==> src/rtl/lfps_pkg.sv <==
// Shared constants, types and the helper function of the five-point Laplacian stencil unit.
package lfps_pkg;

  localparam int MAX_COLS     = 4096;
  localparam int MAX_ROWS     = 4096;
  localparam int SAMPLE_WIDTH = 32;

  localparam int COL_W      = $clog2(MAX_COLS);
  localparam int ROW_W      = $clog2(MAX_ROWS);
  localparam int LEN_W      = 13;
  localparam int INDEX_W    = 12;
  localparam int COEF_W     = 32;
  localparam int CFG_IDX_W  = 2;
  localparam int CFG_DATA_W = 32;
  localparam int DIFF_W     = SAMPLE_WIDTH + 3;
  localparam int PROD_W     = DIFF_W + COEF_W + 1;
  localparam int SUM_W      = PROD_W + 1;
  localparam int RESULT_W   = 64;
  localparam int FIFO_DEPTH = 8;
  localparam int FIFO_PTR_W = $clog2(FIFO_DEPTH);
  localparam int FIFO_CNT_W = FIFO_PTR_W + 1;
  localparam int FLIGHT_W   = 2;

  typedef logic [CFG_IDX_W-1:0] cfg_index_t;
  localparam cfg_index_t REG_ROW_LENGTH = 2'd0;
  localparam cfg_index_t REG_ROW_COUNT  = 2'd1;
  localparam cfg_index_t REG_COEF_X     = 2'd2;
  localparam cfg_index_t REG_COEF_Y     = 2'd3;

  localparam logic [LEN_W-1:0]  ROW_LENGTH_RESET = LEN_W'(4096);
  localparam logic [LEN_W-1:0]  ROW_COUNT_RESET  = LEN_W'(4096);
  localparam logic [COEF_W-1:0] COEF_RESET       = COEF_W'(16777216);

  // Position and emit decision of one request, made when it is accepted.
  typedef struct packed {
    logic               emit;
    logic               last;
    logic [INDEX_W-1:0] row_index;
    logic [INDEX_W-1:0] col_index;
  } tag_t;

  typedef struct packed {
    logic               last;
    logic [INDEX_W-1:0] col_index;
    logic [INDEX_W-1:0] row_index;
    logic [RESULT_W-1:0] laplacian;
  } result_t;

  function automatic logic [LEN_W-1:0] clamp_len(input logic [LEN_W-1:0] v,
                                                 input logic [LEN_W-1:0] maxv);
    logic [LEN_W-1:0] r;
    if (v < LEN_W'(3)) begin
      r = LEN_W'(3);
    end else if (v > maxv) begin
      r = maxv;
    end else begin
      r = v;
    end
    return r;
  endfunction

endpackage

==> src/rtl/lfps_out_fifo.sv <==
// Small result queue in front of the output stream.
module lfps_out_fifo import lfps_pkg::*; (
  input  logic                  clk,
  input  logic                  rst,
  input  logic                  push,
  input  result_t               push_data,
  input  logic                  pop,
  output result_t               head,
  output logic [FIFO_CNT_W-1:0] count
);

  result_t               entries [FIFO_DEPTH];
  logic [FIFO_PTR_W-1:0] wr_ptr, rd_ptr;

  always_ff @(posedge clk) begin
    if (rst) begin
      wr_ptr <= '0;
      rd_ptr <= '0;
      count  <= '0;
    end else begin
      if (push) begin
        wr_ptr <= wr_ptr + FIFO_PTR_W'(1);
      end
      if (pop) begin
        rd_ptr <= rd_ptr + FIFO_PTR_W'(1);
      end
      count <= count + FIFO_CNT_W'(push) - FIFO_CNT_W'(pop);
    end
  end

  always_ff @(posedge clk) begin
    if (push) begin
      entries[wr_ptr] <= push_data;
    end
  end

  assign head = entries[rd_ptr];

endmodule

==> config.mk <==
export PLATFORM = sky130hd
export DESIGN_NAME = lfps_out_fifo
export DESIGN_NICKNAME = d
export VERILOG_FILES = /design/src/rtl/lfps_pkg.sv /design/src/rtl/lfps_out_fifo.sv
export SDC_FILE = /design/constraint.sdc
export NUM_CORES = 1
export LEC_CHECK = 0
export BUFFER_PORTS_ARGS = -buffer_cell sky130_fd_sc_hd__buf_2
export CAP_MARGIN = 20
export CELL_PAD_IN_SITES_DETAIL_PLACEMENT = 0
export CELL_PAD_IN_SITES_GLOBAL_PLACEMENT = 1
export CORE_AREA = 2 2 265 267
export CTS_BUF_LIST = sky130_fd_sc_hd__clkbuf_8 sky130_fd_sc_hd__clkbuf_16
export CTS_CLUSTER_SIZE = 30
export DETAILED_ROUTE_END_ITERATION = 12
export DIE_AREA = 0 0 267 269
export PLACE_DENSITY_LB_ADDON = 0.1
export SLEW_MARGIN = 20
export SYNTH_ARGS = -nofsm -noshare
export SYNTH_HDL_FRONTEND = slang
export SYNTH_SLANG_ARGS = --single-unit
==> constraint.sdc <==
create_clock -name clk -period 17.05 [get_ports clk]
set_clock_uncertainty 0.05 [all_clocks]
set_input_delay 3.41 -clock clk [delete_from_list [all_inputs] [get_ports clk]]
set_output_delay 3.41 -clock clk [all_outputs]
set_load 0.05 [all_outputs]
* Word-level counts from Yosys, hierarchy flattened
Memory sizes are Yosys's and may differ from the RTL's. A register that Yosys moved wholly into a read port is not among the register bits.
Index checks and enable logic that the tools add are counted.
** Storage, ports and cells
- Register bits after elaboration :: 10
- Bits in writable memories :: 712
- Input port bits :: 93
- Output and inout port bits :: 93
- Word-level logic and storage cells :: 12
- Memories kept :: 1
** Cells by class
- $add $sub $neg :: 4
- Multiplexer cells :: 4
** Memories
- entries :: words 8, width 89, read ports 1, clocked after memory_dff 1, wr ports 1, RTL line lfps_out_fifo.sv:12 : result_t entries [FIFO_DEPTH];
** Operators by type and width (number)
- $add 3x1->3 const B :: 2
- $mux 3 :: 2
- $add 4x1->4 :: 1
- $sub 4x1->4 :: 1
- $mux 1 :: 2

* Depth between registers and ports, before layout
- Word-level depth :: 3
- Depth in mapped cells :: 8
- Mapped depth without buffers :: 8

* Least setup slack after synthesis
Ideal clock, no wire load.
- Path type :: input -> register
- From :: input push
- To :: memory entries[0][0] (netlist name) (enable)
- Setup time :: 0.646 ns
- Arrival :: 9.547 ns
- Data required time :: 16.354 ns
- Slack :: 6.807 ns
- Stages on the path :: 2
- Buffers on the path :: 0
- Cell sequence :: nand2b_1 > nor3_1
** Between the ends
- Cells in the longest elaborated chain, start to end :: 2
** Ends and longest elaborated chain
- from (decl) :: RTL line lfps_out_fifo.sv:5 : input logic push,
- $mux 1 :: RTL line lfps_out_fifo.sv:32 : if (push) begin
- $mux 1 (not written as such) :: RTL line lfps_out_fifo.sv:33 : entries[wr_ptr] <= push_data;
- to (decl) :: RTL line lfps_out_fifo.sv:12
Every way passes these cells.

==> impl_metrics.tcl <==
set metrics [dict create \
    dpl-instance-area_um2 29400 \
    seq_power_share_pct 50.6 \
    coreArea_um2 69300 \
    grtUsageMet2_pct 27.1 \
    busiest_layer "met2" \
    rrSetupSlack_ns 13.86 \
    final_cell_area_um2 31800 \
    drc 0 \
    p_switching_uw 939 \
    cap_violations 0 \
    r2r_start "wr_ptr[1]$_SDFFE_PP0P_" \
    status "complete, no violations" \
    period_share_pct 41.9 \
    grt_usage_pct 16.4 \
    post_cts_buffers 0 \
    tightest_slew_ns 1.04 \
    nNetsFinal 1432 \
    vias_per_cell 5.10 \
    arrival_ns 3.68 \
    drive_gt1_share_pct 41.3 \
    die_h_um 269 \
    ant_nets 0 \
    required_ns 13.59 \
    hp-class "reg -> reg" \
    relSlewSlack_pct 30.4 \
    reg2reg_to "entries[2][63]$_DFFE_PP_" \
    async_reset_ff_share_pct 0 \
    start_util_pct 39.5 \
    max-vdd-ir-drop_v 0.0000922 \
    num-fill-cells 5798 \
    crit_end "head[0]" \
    tns_ns 0 \
    grt_max_degree 92 \
    grt.overflow.total 0 \
    globalRouteMet3Util_pct 4.47 \
    p_int_mw 3.06 \
    synth.distinct_cells 24 \
    htreeDepth 3 \
    max_stage_delay_ns 0.97 \
    clk_latency_ns 0.60 \
    power_leakage_nw 10.1 \
    syn_area_um2 27400 \
    grtUsageMet1_pct 21.5 \
    area_delta_synth_final_pct 16.3 \
    clockBufferDepth 3 \
    wl_um 57600 \
    comb_power_share_pct 9.8 \
    rsz0062_at_grt "false" \
    antenna_found_initial 12 \
    reg2reg_depth 4 \
    synth_enable_flop_cells 712 \
    syn_avg_cell_area_um2 25.0 \
    synthFlopType "edfxtp_1" \
    pre_cts_slack_ns 10.36 \
    slew_violations 0 \
    wl_per_cell_um 24.7 \
    layoutNonFillerInstCount 2335 \
    drtIter0Drc 824 \
    power_density_nw_per_um2 126 \
    cts.hold.buffers_added 0 \
    io_buffers 185 \
    die_w_um 267 \
    setup_viol 0 \
    grt_pass1_vias 13200 \
    path_class "reg -> out" \
    crit_slowest_cell "dfxtp_4" \
    layout_common_cells "edfxtp_1, buf_2, mux4_2" \
    ys_seq_area_share_pct 79.1 \
    dr_total_vias 11900 \
    fin_ws_ns 9.91 \
    pwr-share-clk_pct 39.6 \
    cts_tree "done" \
    cts_sinks 725 \
    fp-row-count 97 \
    maxClockFrequency_mhz 140 \
    syn_inst 1094 \
    grt_pass1_wl_um 85600 \
    endpoint_kind "output port" \
    period_needed_ns 7.14 \
    critPathMaxFanout 47 \
    post-dp-hpwl_um 30000 \
    mostFrequentLayoutCell "edfxtp_1" \
    yosys_warnings 0 \
    hold_viol 0 \
    path_cells "buf_4, mux4_1, mux2_2, buf_2" \
    pin_count 186 \
    placedCellCount 2192 \
    synth_nets 1194 \
    cts-root-buf "clkbuf_16" \
    gp_congestion 0.678 \
    numCtsBuffers 78 \
    dieArea_um2 71800 \
    drtPass1Iterations 4 \
    synth_seq_cells 725 \
    p_sw_share_pct 23.5 \
    cts_resized 0 \
    path_clk_slew_ns 0.06 \
    startpoint_type "flop" \
]
[layer usage]
layer,vias to the layer above,routed length [um]
li1,5177,-
met1,6407,24800
met2,218,28400
met3,75,3380
met4,20,863
met5,-,139
[synthesized netlist by cell type (2+ instances only)]
| master | count | area [um^2] |
|---|---|---|
| edfxtp_1 | 712 | 21400 |
| mux4_2 | 164 | 3690 |
| mux2_2 | 89 | 1000 |
| buf_2 | 17 | 85.1 |
| clkbuf_1 | 17 | 63.8 |
| mux4_1 | 14 | 368 |
| nor2_1 | 14 | 52.6 |
| buf_6 | 13 | 146 |
| dfxtp_1 | 13 | 260 |
| ha_1 | 6 | 75.1 |
| inv_1 | 6 | 22.5 |
| nand2_1 | 4 | 15.0 |
| nand2b_1 | 4 | 25.0 |
| a21oi_1 | 3 | 15.0 |
| xor2_1 | 3 | 26.3 |
| buf_1 | 2 | 7.51 |
| buf_8 | 2 | 30.0 |
| mux2i_1 | 2 | 20.0 |
| nand3_1 | 2 | 10.0 |
| nor3_1 | 2 | 10.0 |
| xnor2_1 | 2 | 17.5 |
[final cells by class]
| type | instances | area, um^2 | share of cell area, % |
|---|---|---|---|
| Tap cell | 940 | 1180 | 3.70 |
| Inverter | 6 | 22.5 | 0.0708 |
| Multi-Input combinational cell | 312 | 5420 | 17.0 |
| Sequential cell | 725 | 21700 | 68.1 |
| Clock inverter | 58 | 362 | 1.14 |
| Timing Repair Buffer | 209 | 1120 | 3.52 |
| Clock buffer | 83 | 2050 | 6.46 |
| Antenna cell | 2 | 5.00 | 0.0157 |
[power by group through the flow]
stage	combinational [mW]	clock, mW	sequential, mW
after global placement	0.399	0	2.06
after global routing	0.420	1.70	2.03
after floorplan	0.291	0	2.06
after CTS	0.402	1.64	2.02
final	0.392	1.59	2.02
after detailed placement	0.401	0	2.06
[critical path: cells and delay by family, from the launching register on]
kind / cells / cell delay (ns)
flip-flops: 1 / 0.97
multiplexers: 2 / 0.95
buffers and inverters: 2 / 1.10
[flip-flops by register name (all words and copies together) (netlist names), named ones only]
signal and flops:
count 4, entries 712, rd_ptr 3, wr_ptr 3
[worst min path at each step]
stage / start / to / depth (start not counted)
floorplan: wr_ptr[0]$_SDFFE_PP0P_ / wr_ptr[0]$_SDFFE_PP0P_ / 2
CTS: wr_ptr[0]$_SDFFE_PP0P_ / wr_ptr[0]$_SDFFE_PP0P_ / 2
global route: wr_ptr[0]$_SDFFE_PP0P_ / wr_ptr[0]$_SDFFE_PP0P_ / 2
finish: wr_ptr[0]$_SDFFE_PP0P_ / wr_ptr[0]$_SDFFE_PP0P_ / 2
detailed placement: wr_ptr[0]$_SDFFE_PP0P_ / wr_ptr[0]$_SDFFE_PP0P_ / 2
global placement: wr_ptr[0]$_SDFFE_PP0P_ / wr_ptr[0]$_SDFFE_PP0P_ / 2
[cell families after synthesis]
logic type | count (synthesis) | synth area share, %
buffers and inverters | 57 | 1.30
adder cells (fa/ha/maj) | 7 | 0.348
XOR/XNOR | 5 | 0.160
multiplexers | 269 | 18.6
AO/OA/AOI/OAI | 4 | 0.0823
AND/OR/NAND/NOR | 27 | 0.434
flip-flops | 725 | 79.1
[metrics by stage]
| stage | utilization (%) | hold slack [ns] | total power, mW |
|---|---|---|---|
| after floorplan | - | 0.425 | 2.35 |
| after global placement | 42.4 | 0.440 | 2.46 |
| after detailed placement | 42.4 | 0.451 | 2.46 |
| after CTS | 45.9 | 0.459 | 4.06 |
| after global routing | 45.9 | 0.484 | 4.15 |
| final | 45.9 | 0.453 | 4.00 |
Note: power is estimated with default switching activity, not from simulation.
