<file path="src/rtl/lfps_pkg.sv">
// Shared constants, types and the helper function of the five-point Laplacian stencil unit.
package lfps_pkg;

  localparam int MAX_COLS     = 4096;
  localparam int MAX_ROWS     = 4096;
  localparam int SAMPLE_WIDTH = 32;

  localparam int COL_W      = $clog2(MAX_COLS);
  localparam int ROW_W      = $clog2(MAX_ROWS);
  localparam int LEN_W      = 13;
  localparam int INDEX_W    = 12;
  localparam int COEF_W     = 32;
  localparam int CFG_IDX_W  = 2;
  localparam int CFG_DATA_W = 32;
  localparam int DIFF_W     = SAMPLE_WIDTH + 3;
  localparam int PROD_W     = DIFF_W + COEF_W + 1;
  localparam int SUM_W      = PROD_W + 1;
  localparam int RESULT_W   = 64;
  localparam int FIFO_DEPTH = 8;
  localparam int FIFO_PTR_W = $clog2(FIFO_DEPTH);
  localparam int FIFO_CNT_W = FIFO_PTR_W + 1;
  localparam int FLIGHT_W   = 2;

  typedef logic [CFG_IDX_W-1:0] cfg_index_t;
  localparam cfg_index_t REG_ROW_LENGTH = 2'd0;
  localparam cfg_index_t REG_ROW_COUNT  = 2'd1;
  localparam cfg_index_t REG_COEF_X     = 2'd2;
  localparam cfg_index_t REG_COEF_Y     = 2'd3;

  localparam logic [LEN_W-1:0]  ROW_LENGTH_RESET = LEN_W'(4096);
  localparam logic [LEN_W-1:0]  ROW_COUNT_RESET  = LEN_W'(4096);
  localparam logic [COEF_W-1:0] COEF_RESET       = COEF_W'(16777216);

  // Position and emit decision of one request, made when it is accepted.
  typedef struct packed {
    logic               emit;
    logic               last;
    logic [INDEX_W-1:0] row_index;
    logic [INDEX_W-1:0] col_index;
  } tag_t;

  typedef struct packed {
    logic               last;
    logic [INDEX_W-1:0] col_index;
    logic [INDEX_W-1:0] row_index;
    logic [RESULT_W-1:0] laplacian;
  } result_t;

  function automatic logic [LEN_W-1:0] clamp_len(input logic [LEN_W-1:0] v,
                                                 input logic [LEN_W-1:0] maxv);
    logic [LEN_W-1:0] r;
    if (v < LEN_W'(3)) begin
      r = LEN_W'(3);
    end else if (v > maxv) begin
      r = maxv;
    end else begin
      r = v;
    end
    return r;
  endfunction

endpackage

</file>
<file path="src/rtl/lfps_position.sv">
// Column and row counters of the streamed grid and the interior-point decision.
module lfps_position import lfps_pkg::*; (
  input  logic             clk,
  input  logic             rst,
  input  logic             accept,
  input  logic             frame_start,
  input  logic [LEN_W-1:0] row_length,
  input  logic [LEN_W-1:0] row_count,
  output logic [COL_W-1:0] col,
  output tag_t             tag
);

  logic [COL_W-1:0] col_counter, col_counter_next;
  logic [ROW_W-1:0] row_counter, row_counter_next;
  logic [ROW_W-1:0] row;
  logic [LEN_W-1:0] len, rows, col_inc, row_inc, col_ext, row_ext;

  always_comb begin
    len     = clamp_len(row_length, LEN_W'(MAX_COLS));
    rows    = clamp_len(row_count, LEN_W'(MAX_ROWS));
    col     = frame_start ? '0 : col_counter;
    row     = frame_start ? '0 : row_counter;
    col_ext = LEN_W'(col);
    row_ext = LEN_W'(row);
    col_inc = col_ext + LEN_W'(1);
    row_inc = row_ext + LEN_W'(1);

    tag.emit      = (row_ext >= LEN_W'(2)) && (row_ext < rows) &&
                    (col_ext >= LEN_W'(1)) && (col_inc < len);
    tag.last      = (row_ext == rows - LEN_W'(1)) && (col_ext == len - LEN_W'(2));
    tag.row_index = INDEX_W'(row - ROW_W'(1));
    tag.col_index = INDEX_W'(col);

    // A column at or past the row end wraps to the next row.
    if (col_inc >= len) begin
      col_counter_next = '0;
      row_counter_next = (row_inc >= rows) ? '0 : row_inc[ROW_W-1:0];
    end else begin
      col_counter_next = col_inc[COL_W-1:0];
      row_counter_next = row;
    end
  end

  always_ff @(posedge clk) begin
    if (rst) begin
      col_counter <= '0;
      row_counter <= '0;
    end else if (accept) begin
      col_counter <= col_counter_next;
      row_counter <= row_counter_next;
    end
  end

endmodule

</file>
<file path="config.mk">
export PLATFORM = sky130hd
export DESIGN_NAME = lfps_position
export DESIGN_NICKNAME = d
export VERILOG_FILES = /design/src/rtl/lfps_pkg.sv /design/src/rtl/lfps_position.sv
export SDC_FILE = /design/constraint.sdc
export NUM_CORES = 1
export LEC_CHECK = 0
export ABC_AREA = 1
export BUFFER_PORTS_ARGS = -buffer_cell sky130_fd_sc_hd__buf_2
export CAP_MARGIN = 20
export CORE_MARGIN = 4
export CORE_UTILIZATION = 60
export CTS_CLUSTER_SIZE = 25
export DETAILED_ROUTE_END_ITERATION = 8
export PLACE_DENSITY = 0.95
export SYNTH_ARGS = -nofsm -noshare
export SYNTH_HDL_FRONTEND = slang
export SYNTH_SLANG_ARGS = --single-unit
</file>
<file path="constraint.sdc">
create_clock -name clk -period 8.4 [get_ports clk]
set_input_delay 0.84 -clock clk [delete_from_list [all_inputs] [get_ports clk]]
set_output_delay 0.84 -clock clk [all_outputs]
set_load 0.03 [all_outputs]
</file>
* After elaboration in Yosys (flattened, before gate mapping)
Cells that the tools add are included.
Operators by class: reduce and logical (&&, ||, !) cells 4, bitwise gates (word level) 0, shift-type cells 0, magnitude comparators 10, equal/unequal tests 2, $mul 0, divide/modulo/power cells 0, multiplexer cells 9, add/sub/neg operators 5
Operators with widths (count):
- two-way mux 12 bit | 5
- two-way mux 13 bit | 4
- adder 12 x 1 -> 13 bit, second input constant | 2
- == test 12 x 13 -> 1 bit | 2
- greater-or-equal comparator 13 bit | 2
- > comparator 13 bit, second input constant | 2
- < comparator 13 x 2 -> 1 bit, second input constant | 2
- < comparator 12 x 13 -> 1 bit | 1
- < comparator 13 bit | 1
- subtractor 13 x 1 -> 13 bit, second input constant | 1
- subtractor 13 x 2 -> 13 bit, second input constant | 1
- greater-or-equal comparator 12 x 1 -> 1 bit, second input constant | 1
- greater-or-equal comparator 12 x 2 -> 1 bit, second input constant | 1
- subtractor 12 x 1 -> 12 bit, second input constant | 1
- logical AND 1 bit | 4
Storage, ports and cells: logic and storage cells 32, RAM bits 0, bits in read-only memories 0, bits in latches 0, memories 0, input bits 30, flip-flop bits (word level) 24

* Depth between registers and ports, before layout
Gate-level depths: netlist of the first run.
depth after elaboration 7, depth in mapped cells 23

* Worst setup path after synthesis of the first run
No wires, ideal clock.
kind input-to-output, start point input port frame_start, end point output port tag[25] (netlist bit), arrival time 3.966 ns, buffers on the path 2, stages 19, setup slack 3.594 ns, cell sequence buf_6 > buf_4 > nor2_1 > ha_1 > nand2_1 > nor2_1 > nand4_1 > nor2_1 > nand4_1 > nand2_1 > inv_1 > ha_1 > a21oi_1 > o21ai_0 > a21oi_1 > and2_1 > o21ai_0 > nor2_1 > o21a_1
RTL lines:
- start: declaration | RTL line lfps_position.sv:6 | input logic frame_start,
- end: declaration | RTL line lfps_position.sv:10 | output tag_t tag

==> impl_metrics.yaml, run 1 <==
global_routing:
  antenna_found_initial: 0
  track_usage: 0.2727
  grt_pass1_vias: 4151
  grt_start_max_net_pins: 31
  grt_remaining_overflow: 0
  grt_pass1_wl_mm: 19.04
synthesis:
  synth.largest_area_cell: "nand2_1"
  avgSynthCellArea_um2: 5.924
  yosysSeqAreaShare: 0.1189
  synth_area_leaders: "nand2_1 15%, ha_1 14%, dfxtp_1 12%, inv_1 8.1%, nor2_1 7.5%"
  yosysWarnings: 0
  synth.distinct_cells: 39
  netlist_area_mm2: 0.004040
  synth_top_area_frac: 0.1533
  synthCells: 682
  yosys_register_bits: 24
  syn-num-nets: 758
setup_path:
  endpoint_kind: "output port"
  worstSetupPathType: "in2out"
  worstPathArrival_ns: 4.21
  worst_ep_required_time_ns: 7.56
  worstPathMaxFanout: 20
  startpoint_type: "input port"
layout:
  final_cell_mix: "165 x nand2_1, 87 x inv_1, 81 x nor2_1, 67 x buf_2, 49 x a21oi_1"
  drive_gt1_frac: 0.1352
  final_nets: 802
  multiInputGateArea_mm2: 0.003027
  utilization: 0.6724
  regArea_um2: 480.5
  syn2layout_area_growth_pct: 7.495
  mostFrequentLayoutCell: "nand2_1"
  antenna_cells: 0
  nFillCells: 604
  layoutNonFillerInstCount: 802
clock_network:
  root_buffer: "clkbuf_8"
  cts.htree.levels: 1
  cts.reportedPaths.clkPinSlew_ns: 0.09
  cts_buffer_depth: 2
  post_cts_buffers: 0
  clk_latency_ns: 0.27
  cts_hold_buf: 0
  cts_tree: "yes"
  cts_buffers: 3
  cts-resized-gates: 0
  cts.sinks: 24
sta:
  hold_viol_final: 0
  slew_headroom: 0.4333
  setup_violations: 0
  fin_crit_ns: 5.048
  rsz0062_at_grt: "no"
  skew_ns: 0.007490
  fmax_mhz: 198.1
  period_share: 0.6010
  max_slew.worst_pin.slew_ns: 0.8491
  setup-tns-final_ns: 0
  slew_violations: 0
place:
  hpwl_mm: 9.616
  placed_cells: 798
  gp_congestion: 0.9443
  io_buffer_count: 67
route:
  antenna_left: 0
  drt_iter0_drc: 395
  num_vias: 4690
  drc: 0
  first_pass_iters: 5
  routed_wl_mm: 11.78
  viasPerCell: 5.848
  wl_per_cell_um: 14.69
worst_hold_path:
  min_path_type: "reg2reg"
floorplan:
  rows: 29
  start_util: 0.6255
  die_y_um: 90.06
  die-area_mm2: 0.008111
  ios: 68
  die_w_um: 90.06
  core_area_mm2: 0.006459
pwr:
  peakVddDrop_mv: 0.1228
  p_total_mw: 0.3199
  p_switching_mw: 0.1228
  combinationalPowerShare: 0.388
  p_seq_frac: 0.363
  p_per_area_mw_per_mm2: 73.66
  p_int_mw: 0.1970
  p_leak_nw: 2.237
  switching_share: 0.3840
  pwr-share-clk: 0.248
run_status:
  outcome: "complete, no violations"
flow_run:
  drv_cap: 0
-- final timing paths --
path / from / cells past startpoint / to / slack, ns
worst max-delay path: frame_start / 19 / tag[25] / 3.35
worst min-delay path: col_counter[2] / 2 / col_counter[2] / 0.47
worst max register to register: col_counter[0] / 19 / col_counter[4] / 4.13
worst min register to register: col_counter[2] / 2 / col_counter[2] / 0.47
-- stage by stage --
step                      area, µm²  setup WS [ns]  hold slack [ns]
final                          4343          3.352           0.4678
after global routing           4343          3.058           0.4985
after CTS                      4343          3.422           0.4678
after detailed placement       4288          3.454           0.4551
after global placement         4288          3.615           0.4519
after floorplan                4040          3.594           0.4393
-- Yosys cell counts --
| library cell | n |
|---|---|
| inv_1 | 87 |
| a22oi_1 | 7 |
| and2_1 | 1 |
| nand2_2 | 4 |
| nor4_1 | 3 |
| a21oi_1 | 49 |
| xnor2_1 | 5 |
| o41ai_1 | 2 |
| nand2_4 | 1 |
| buf_6 | 3 |
| nor2_1 | 81 |
| o221ai_1 | 1 |
| buf_4 | 14 |
| nand4_1 | 12 |
| ha_1 | 46 |
| clkbuf_1 | 8 |
| nor3_1 | 12 |
| nand3_1 | 46 |
| o21ai_0 | 34 |
| nor2_4 | 1 |
| xor2_1 | 31 |
| nand3_2 | 2 |
| nand2_1 | 165 |
| nand4_2 | 1 |
| a211oi_1 | 1 |
| nor3_4 | 2 |
| nor2_2 | 9 |
| o31ai_1 | 3 |
| o211ai_1 | 7 |
| and3_1 | 2 |
| o21ai_1 | 2 |
| o21a_1 | 1 |
| nor3_2 | 1 |
| nand3b_1 | 3 |
| o21bai_1 | 1 |
| inv_2 | 6 |
| dfxtp_1 | 24 |
| o22ai_1 | 1 |
| buf_2 | 3 |
-- kinds of logic after synthesis --
logic type,after synthesis,synth area share
adder cells (fa/ha/maj),46,0.1425
flip-flops,24,0.1189
buffers and inverters,121,0.1319
XOR/XNOR,36,0.07804
AO/OA/AOI/OAI,109,0.1505
AND/OR/NAND/NOR,346,0.3781
-- critical path, stage by stage --
cell and delay [ns]:
buf_2 0.26, nor2_1 0.44, ha_1 0.28, nand2_1 0.07, nor2_1 0.19, nand4_1 0.13
nor2_1 0.21, nand4_1 0.13, nand2_1 0.10, inv_1 0.06, ha_1 0.31, nand4_1 0.12
nor3_1 0.22, o21ai_0 0.13, and2_1 0.18, o21ai_0 0.14, nor2_1 0.11, o21a_1 0.12
buf_2 0.17
-- power by group through the flow --
stage | clock, mW | sequential, mW | combinational (mW)
after floorplan | 0 | 0.119 | 0.0894
after global placement | 0 | 0.119 | 0.117
after detailed placement | 0 | 0.119 | 0.121
after CTS | 0.0806 | 0.116 | 0.122
after global routing | 0.0856 | 0.116 | 0.137
final | 0.0794 | 0.116 | 0.124
-- sequential cells by signal (all words and copies together), names as in the netlist --
register	flops
row_counter	12
col_counter	12
-- routing by layer --
layer | vias up | track usage | wire length (µm) | part of all wire
met4 | 0 | 0.08418 | 275 | 0.023
met1 | 2120 | 0.3790 | 5248 | 0.45
met5 | - | 0 | 0 | 0
met3 | 27 | 0.03673 | 1065 | 0.090
met2 | 236 | 0.4362 | 5192 | 0.44
li1 | 2307 | - | - | -
-- cell type report --
type	count	area share
repair buffers	67	0.07721
clock buffers	4	0.01268
well taps	77	0.02218
inverters	93	0.08038
flip-flops and latches	24	0.1106
multi-input cells	537	0.6969
(Power assumes the default switching activity.)
==> run 2, diff against run 1 <==
- ABC_AREA: 1 -> 0
- CORE_UTILIZATION: 60 -> 52
- PLACE_DENSITY: 0.95 -> 0.89
- clock period: 8.4 -> 4.5 ns (I/O delays scaled with it)
==> run 2 against run 1 <==
Effect of this change: final cell count fell by 20%; die area rose by 5.8%; highest routed layer unchanged; register-to-register slack got worse by 3.4 ns; sequential power rose by 87%; synthesized cell count fell by 26%; critical path depth fell by 5; critical endpoint is now tag[24]; clock-buffer cell count fell by 1.
==> impl_metrics.yaml, run 2 <==
pwr:
  p_per_area_mw_per_mm2: 146.2
  peakVddDrop_mv: 0.1463
  p_leak_nw: 1.976
sta:
  fin_crit_ns: 4.243
  max_slew.worst_pin.slew_ns: 0.7163
  rsz0062_at_grt: "no"
  hold_viol_final: 0
  setup_violations: 0
  setup-tns-final_ns: 0
  fmax_mhz: 235.7
  period_share: 0.9428
  slew_violations: 0
  skew_ns: 0.008231
  slew_headroom: 0.5207
  setup_ws_ns: 0.2574
synthesis:
  synth_top_area_frac: 0.1545
  yosysWarnings: 0
  synth.distinct_cells: 63
  synth.largest_area_cell: "ha_1"
  synth_commonest_cells: "46 x ha_1, 44 x nor2_1, 41 x nand2_1, 30 x xnor2_1, 29 x a21oi_1"
  yosys_register_bits: 24
  yosysSeqAreaShare: 0.1290
  avgSynthCellArea_um2: 7.391
  syn-num-nets: 580
  synth_area_leaders: "ha_1 15%, dfxtp_1 13%, xnor2_1 7.1%, a22o_1 5.2%, xor2_1 4.5%"
  async_flop_share: 0
  synth_edf_count: 0
  netlist_area_mm2: 0.003725
  ys.flop_type: "dfxtp_1"
  synthCells: 504
  post-synth-top-count-cell: "ha_1"
place:
  gp_congestion: 0.9061
  place_ws_ns: 0.2987
  io_buffer_count: 67
  hpwl_mm: 8.797
layout:
  drive_gt1_frac: 0.1697
  nFillCells: 622
  antenna_cells: 0
  syn2layout_area_growth_pct: 11.15
  largestRegisters: "col_counter (12), row_counter (12)"
  final_cell_mix: "67 x buf_2, 46 x ha_1, 44 x nor2_1, 41 x nand2_1, 30 x xnor2_1"
  final_nets: 625
  mostFrequentLayoutCell: "buf_2"
setup_path:
  critPathTopFamily: "simple AND/OR/NAND/NOR gates"
  crit_chain: "buf_2, nor4_1, and3_1, nor2_1, nor2_1, inv_1, ha_1, xnor2_1, nand2_1, a2111oi_0, o2111ai_1, or4_1, nor4_2, buf_2"
  path_depth: 14
  worst_ep_required_time_ns: 4.05
  r2r-end: "col_counter[8]"
  regToRegStartpoint: "col_counter[0]"
  endpoint_kind: "output port"
  startpoint_type: "input port"
  worstPathArrival_ns: 3.79
  cp_num_buf_inv: 3
  r2r_cells: 15
  worst-r2r-setup-slack_ns: 0.73
  worstPathMaxFanout: 8
  worstSetupPathType: "in2out"
  slowest_delay_ns: 0.53
  crit_slowest_cell: "or4_1"
worst_hold_path:
  min_path_type: "in2reg"
  holdCritStartpoint: "rst"
  min_to: "row_counter[9]"
  worstHoldPathCells: 2
floorplan:
  die-area_mm2: 0.008581
  die_w_um: 92.64
  ios: 68
  core_area_mm2: 0.006869
  rows: 30
  die_y_um: 92.64
  start_util: 0.5423
global_routing:
  antenna_found_initial: 0
  grt_remaining_overflow: 0
  grt_pass1_vias: 3822
  grt_start_max_net_pins: 31
  grt_pass1_wl_mm: 17.95
  track_usage: 0.2511
clock_network:
  post_cts_buffers: 0
  cts.reportedPaths.clkPinSlew_ns: 0.09
  root_buffer: "clkbuf_8"
  cts_buffers: 3
  cts_tree: "yes"
  cts_buffer_depth: 2
  cts.htree.levels: 1
  clk_latency_ns: 0.27
  cts-resized-gates: 0
  cts_hold_buf: 0
  cts.sinks: 24
route:
  drc: 0
  num_vias: 3998
  wl_per_cell_um: 17.13
  routed_wl_mm: 11.03
  drt_iter0_drc: 370
  antenna_left: 0
  viasPerCell: 6.208
  first_pass_iters: 7
flow_run:
  drv_cap: 0
run_status:
  outcome: "complete, no violations"
## run 2: stage by stage
| stage | instances | hold slack (ns) | util | area, µm² | power, mW |
|---|---|---|---|---|---|
| floorplan | 504 | 0.4559 | - | 3725 | 0.3521 |
| global placement | 640 | 0.4759 | 0.5924 | 4069 | 0.4060 |
| detailed placement | 640 | 0.4851 | 0.5924 | 4069 | 0.4134 |
| CTS | 644 | 0.4152 | 0.6027 | 4140 | 0.6047 |
| global route | 644 | 0.4249 | 0.6027 | 4140 | 0.6387 |
| finish | 644 | 0.4243 | 0.6027 | 4140 | 0.6055 |
## run 2: where the power goes
part	leakage [nW]	internal, mW	switching [mW]
combinational	1.75	0.0755	0.122
sequential	0.194	0.215	0.00224
clock	0.0357	0.119	0.0722
## run 2: layout make-up
cell class | instances | area (µm²) | share of cell area
clock buffer | 3 | 41.29 | 0.009973
tap | 96 | 120.1 | 0.02901
multi-input combinational | 421 | 2975 | 0.7186
timing repair buffer | 77 | 410.4 | 0.09912
inverter | 22 | 82.58 | 0.01995
clock inverter | 1 | 30.03 | 0.007253
sequential | 24 | 480.5 | 0.1160
## run 2: kinds of logic (layout without fill, tap and decap cells)
logic type      count (synthesis)  in the layout  share of synthesized area
compound gates                120            120                     0.2257
fa+ha+maj                      46             46                     0.1545
flops                          24             24                     0.1290
simple gates                  200            200                     0.2869
buf+inv                        59            103                    0.07222
mux                             6              6                    0.01646
xor+xnor                       49             49                     0.1152
## run 2: how the worst max path moves through the flow
stage,from,end,slack (ns)
6_report,row_count[9],tag[24],0.26
4_1_cts,row_count[9],tag[24],0.28
5_1_grt,row_count[9],tag[24],0.02
2_1_floorplan,frame_start,tag[25],0.16
3_3_place_gp,row_count[11],tag[24],0.38
3_5_place_dp,row_count[9],tag[24],0.30
## run 2: layer usage
layer  share of wire  vias to the layer above  GRT usage  wire length, µm
met2            0.48                      189     0.4369             5264
met1            0.43                     1868     0.3253             4698
met3           0.074                       28    0.03087              822
met5               0                        -          0                0
met4           0.023                        0    0.06960              249
li1                -                     1913          -                -
==> run 3, diff against run 2 <==
- CORE_UTILIZATION: 52 -> 58
- PLACE_DENSITY: 0.89 -> 0.94
- clock period: 4.5 -> 4.6 ns (I/O delays scaled with it)
==> run 3 against run 2 <==
Effect of this change: combinational power hardly changed; core utilization increased by 7.1 points; sequential power decreased by 2%; via count increased by 2.7%; critical path type unchanged; largest power group unchanged; highest routed layer unchanged.
==> impl_metrics.yaml, run 3 (synthesis gave the netlist of run 2 again) <==
route:
  first_pass_iters: 8
  antenna_left: 0
  num_vias: 4104
  wl_per_cell_um: 17.68
  drc: 0
  viasPerCell: 6.598
  drt_iter0_drc: 568
  routed_wl_mm: 11.00
clock_network:
  post_cts_buffers: 0
  cts_buffer_depth: 2
  cts-resized-gates: 0
  cts.sinks: 24
  cts_hold_buf: 0
  clk_latency_ns: 0.27
  cts_tree: "yes"
  root_buffer: "clkbuf_8"
  cts_buffers: 3
  cts.reportedPaths.clkPinSlew_ns: 0.09
  cts.htree.levels: 1
flow_run:
  drv_cap: 0
global_routing:
  grt_start_max_net_pins: 18
  grt_pass1_vias: 3764
  track_usage: 0.2731
  grt_remaining_overflow: 0
  grt_pass1_wl_mm: 17.11
  antenna_found_initial: 0
floorplan:
  die_w_um: 88.14
  start_util: 0.6146
  die-area_mm2: 0.007769
  rows: 28
  core_area_mm2: 0.006061
  die_y_um: 88.14
  ios: 68
sta:
  fmax_mhz: 227.4
  rsz0062_at_grt: "no"
  fin_crit_ns: 4.397
  setup_violations: 0
  period_share: 0.9559
  setup-tns-final_ns: 0
  hold_slack_ns: 0.4641
  hold_viol_final: 0
  max_slew.worst_pin.slew_ns: 1.020
  slew_headroom: 0.3188
  slew_violations: 0
  skew_ns: 0.006585
layout:
  final_cell_mix: "67 x buf_2, 46 x ha_1, 44 x nor2_1, 41 x nand2_1, 30 x xnor2_1"
  syn2layout_area_growth_pct: 9.641
  antenna_cells: 0
  mostFrequentLayoutCell: "buf_2"
  final_nets: 625
  drive_gt1_frac: 0.1682
  largestRegisters: "col_counter (12), row_counter (12)"
pwr:
  p_leak_nw: 1.961
  p_per_area_mw_per_mm2: 131.1
  peakVddDrop_mv: 0.09504
setup_path:
  worst_ep_required_time_ns: 4.14
  worstSetupPathType: "in2out"
  startpoint_type: "input port"
  endpoint_kind: "output port"
  worstPathMaxFanout: 8
  worstPathArrival_ns: 3.94
place:
  hpwl_mm: 8.772
  io_buffer_count: 67
  gp_congestion: 0.9498
worst_hold_path:
  min_path_type: "in2reg"
run_status:
  outcome: "complete, no violations"
run 3: worst max-delay path, stage by stage:
cell and delay [ns]:
buf_2 0.14, nor4_1 0.47, and3_1 0.39, nor2_1 0.07
nor2_1 0.17, inv_1 0.07, ha_1 0.29, xnor2_1 0.17
nand2_1 0.06, a2111oi_0 0.42, o2111ai_1 0.17, or4_1 0.55
nor4_2 0.27, buf_2 0.24
run 3: worst paths after layout:
kind / start / endpoint / slack, ns / depth (start not counted)
worst max-delay path: row_count[9] / tag[24] / 0.20 / 14
worst min-delay path: rst / row_counter[11] / 0.46 / 2
worst max register to register: col_counter[0] / col_counter[6] / 0.76 / 15
worst min register to register: col_counter[1] / col_counter[1] / 0.51 / 2
run 3: power breakdown:
| part | internal, mW | leakage [nW] | switching [mW] |
|---|---|---|---|
| Combinational | 0.0747 | 1.75 | 0.121 |
| Clock | 0.0586 | 0.0216 | 0.0693 |
| Sequential | 0.210 | 0.194 | 0.00225 |
run 3: metal layers:
| metal | GRT usage | wire length, µm |
|---|---|---|
| met5 | 0 | 0 |
| met4 | 0.09341 | 237 |
| met3 | 0.04610 | 1430 |
| met2 | 0.4308 | 4954 |
| met1 | 0.3766 | 4377 |
run 3: final cells by class:
type / count / area (µm²)
tap: 75 / 93.84
fill: 478 / 1977
sequential: 24 / 480.5
multi-input combinational: 421 / 2975
inverter: 22 / 82.58
timing repair buffer: 77 / 410.4
clock buffer: 3 / 41.29
run 3: through the flow:
stage	total power, mW	cells	util	setup slack, ns	area (µm²)
final	0.5354	622	0.6738	0.2031	4084
after global routing	0.5605	622	0.6738	0.01423	4084
after CTS	0.5303	622	0.6738	0.2798	4084
after detailed placement	0.4045	619	0.6670	0.3034	4043
after global placement	0.3972	619	0.6670	0.3584	4043
after floorplan	0.3444	504	-	0.2370	3725
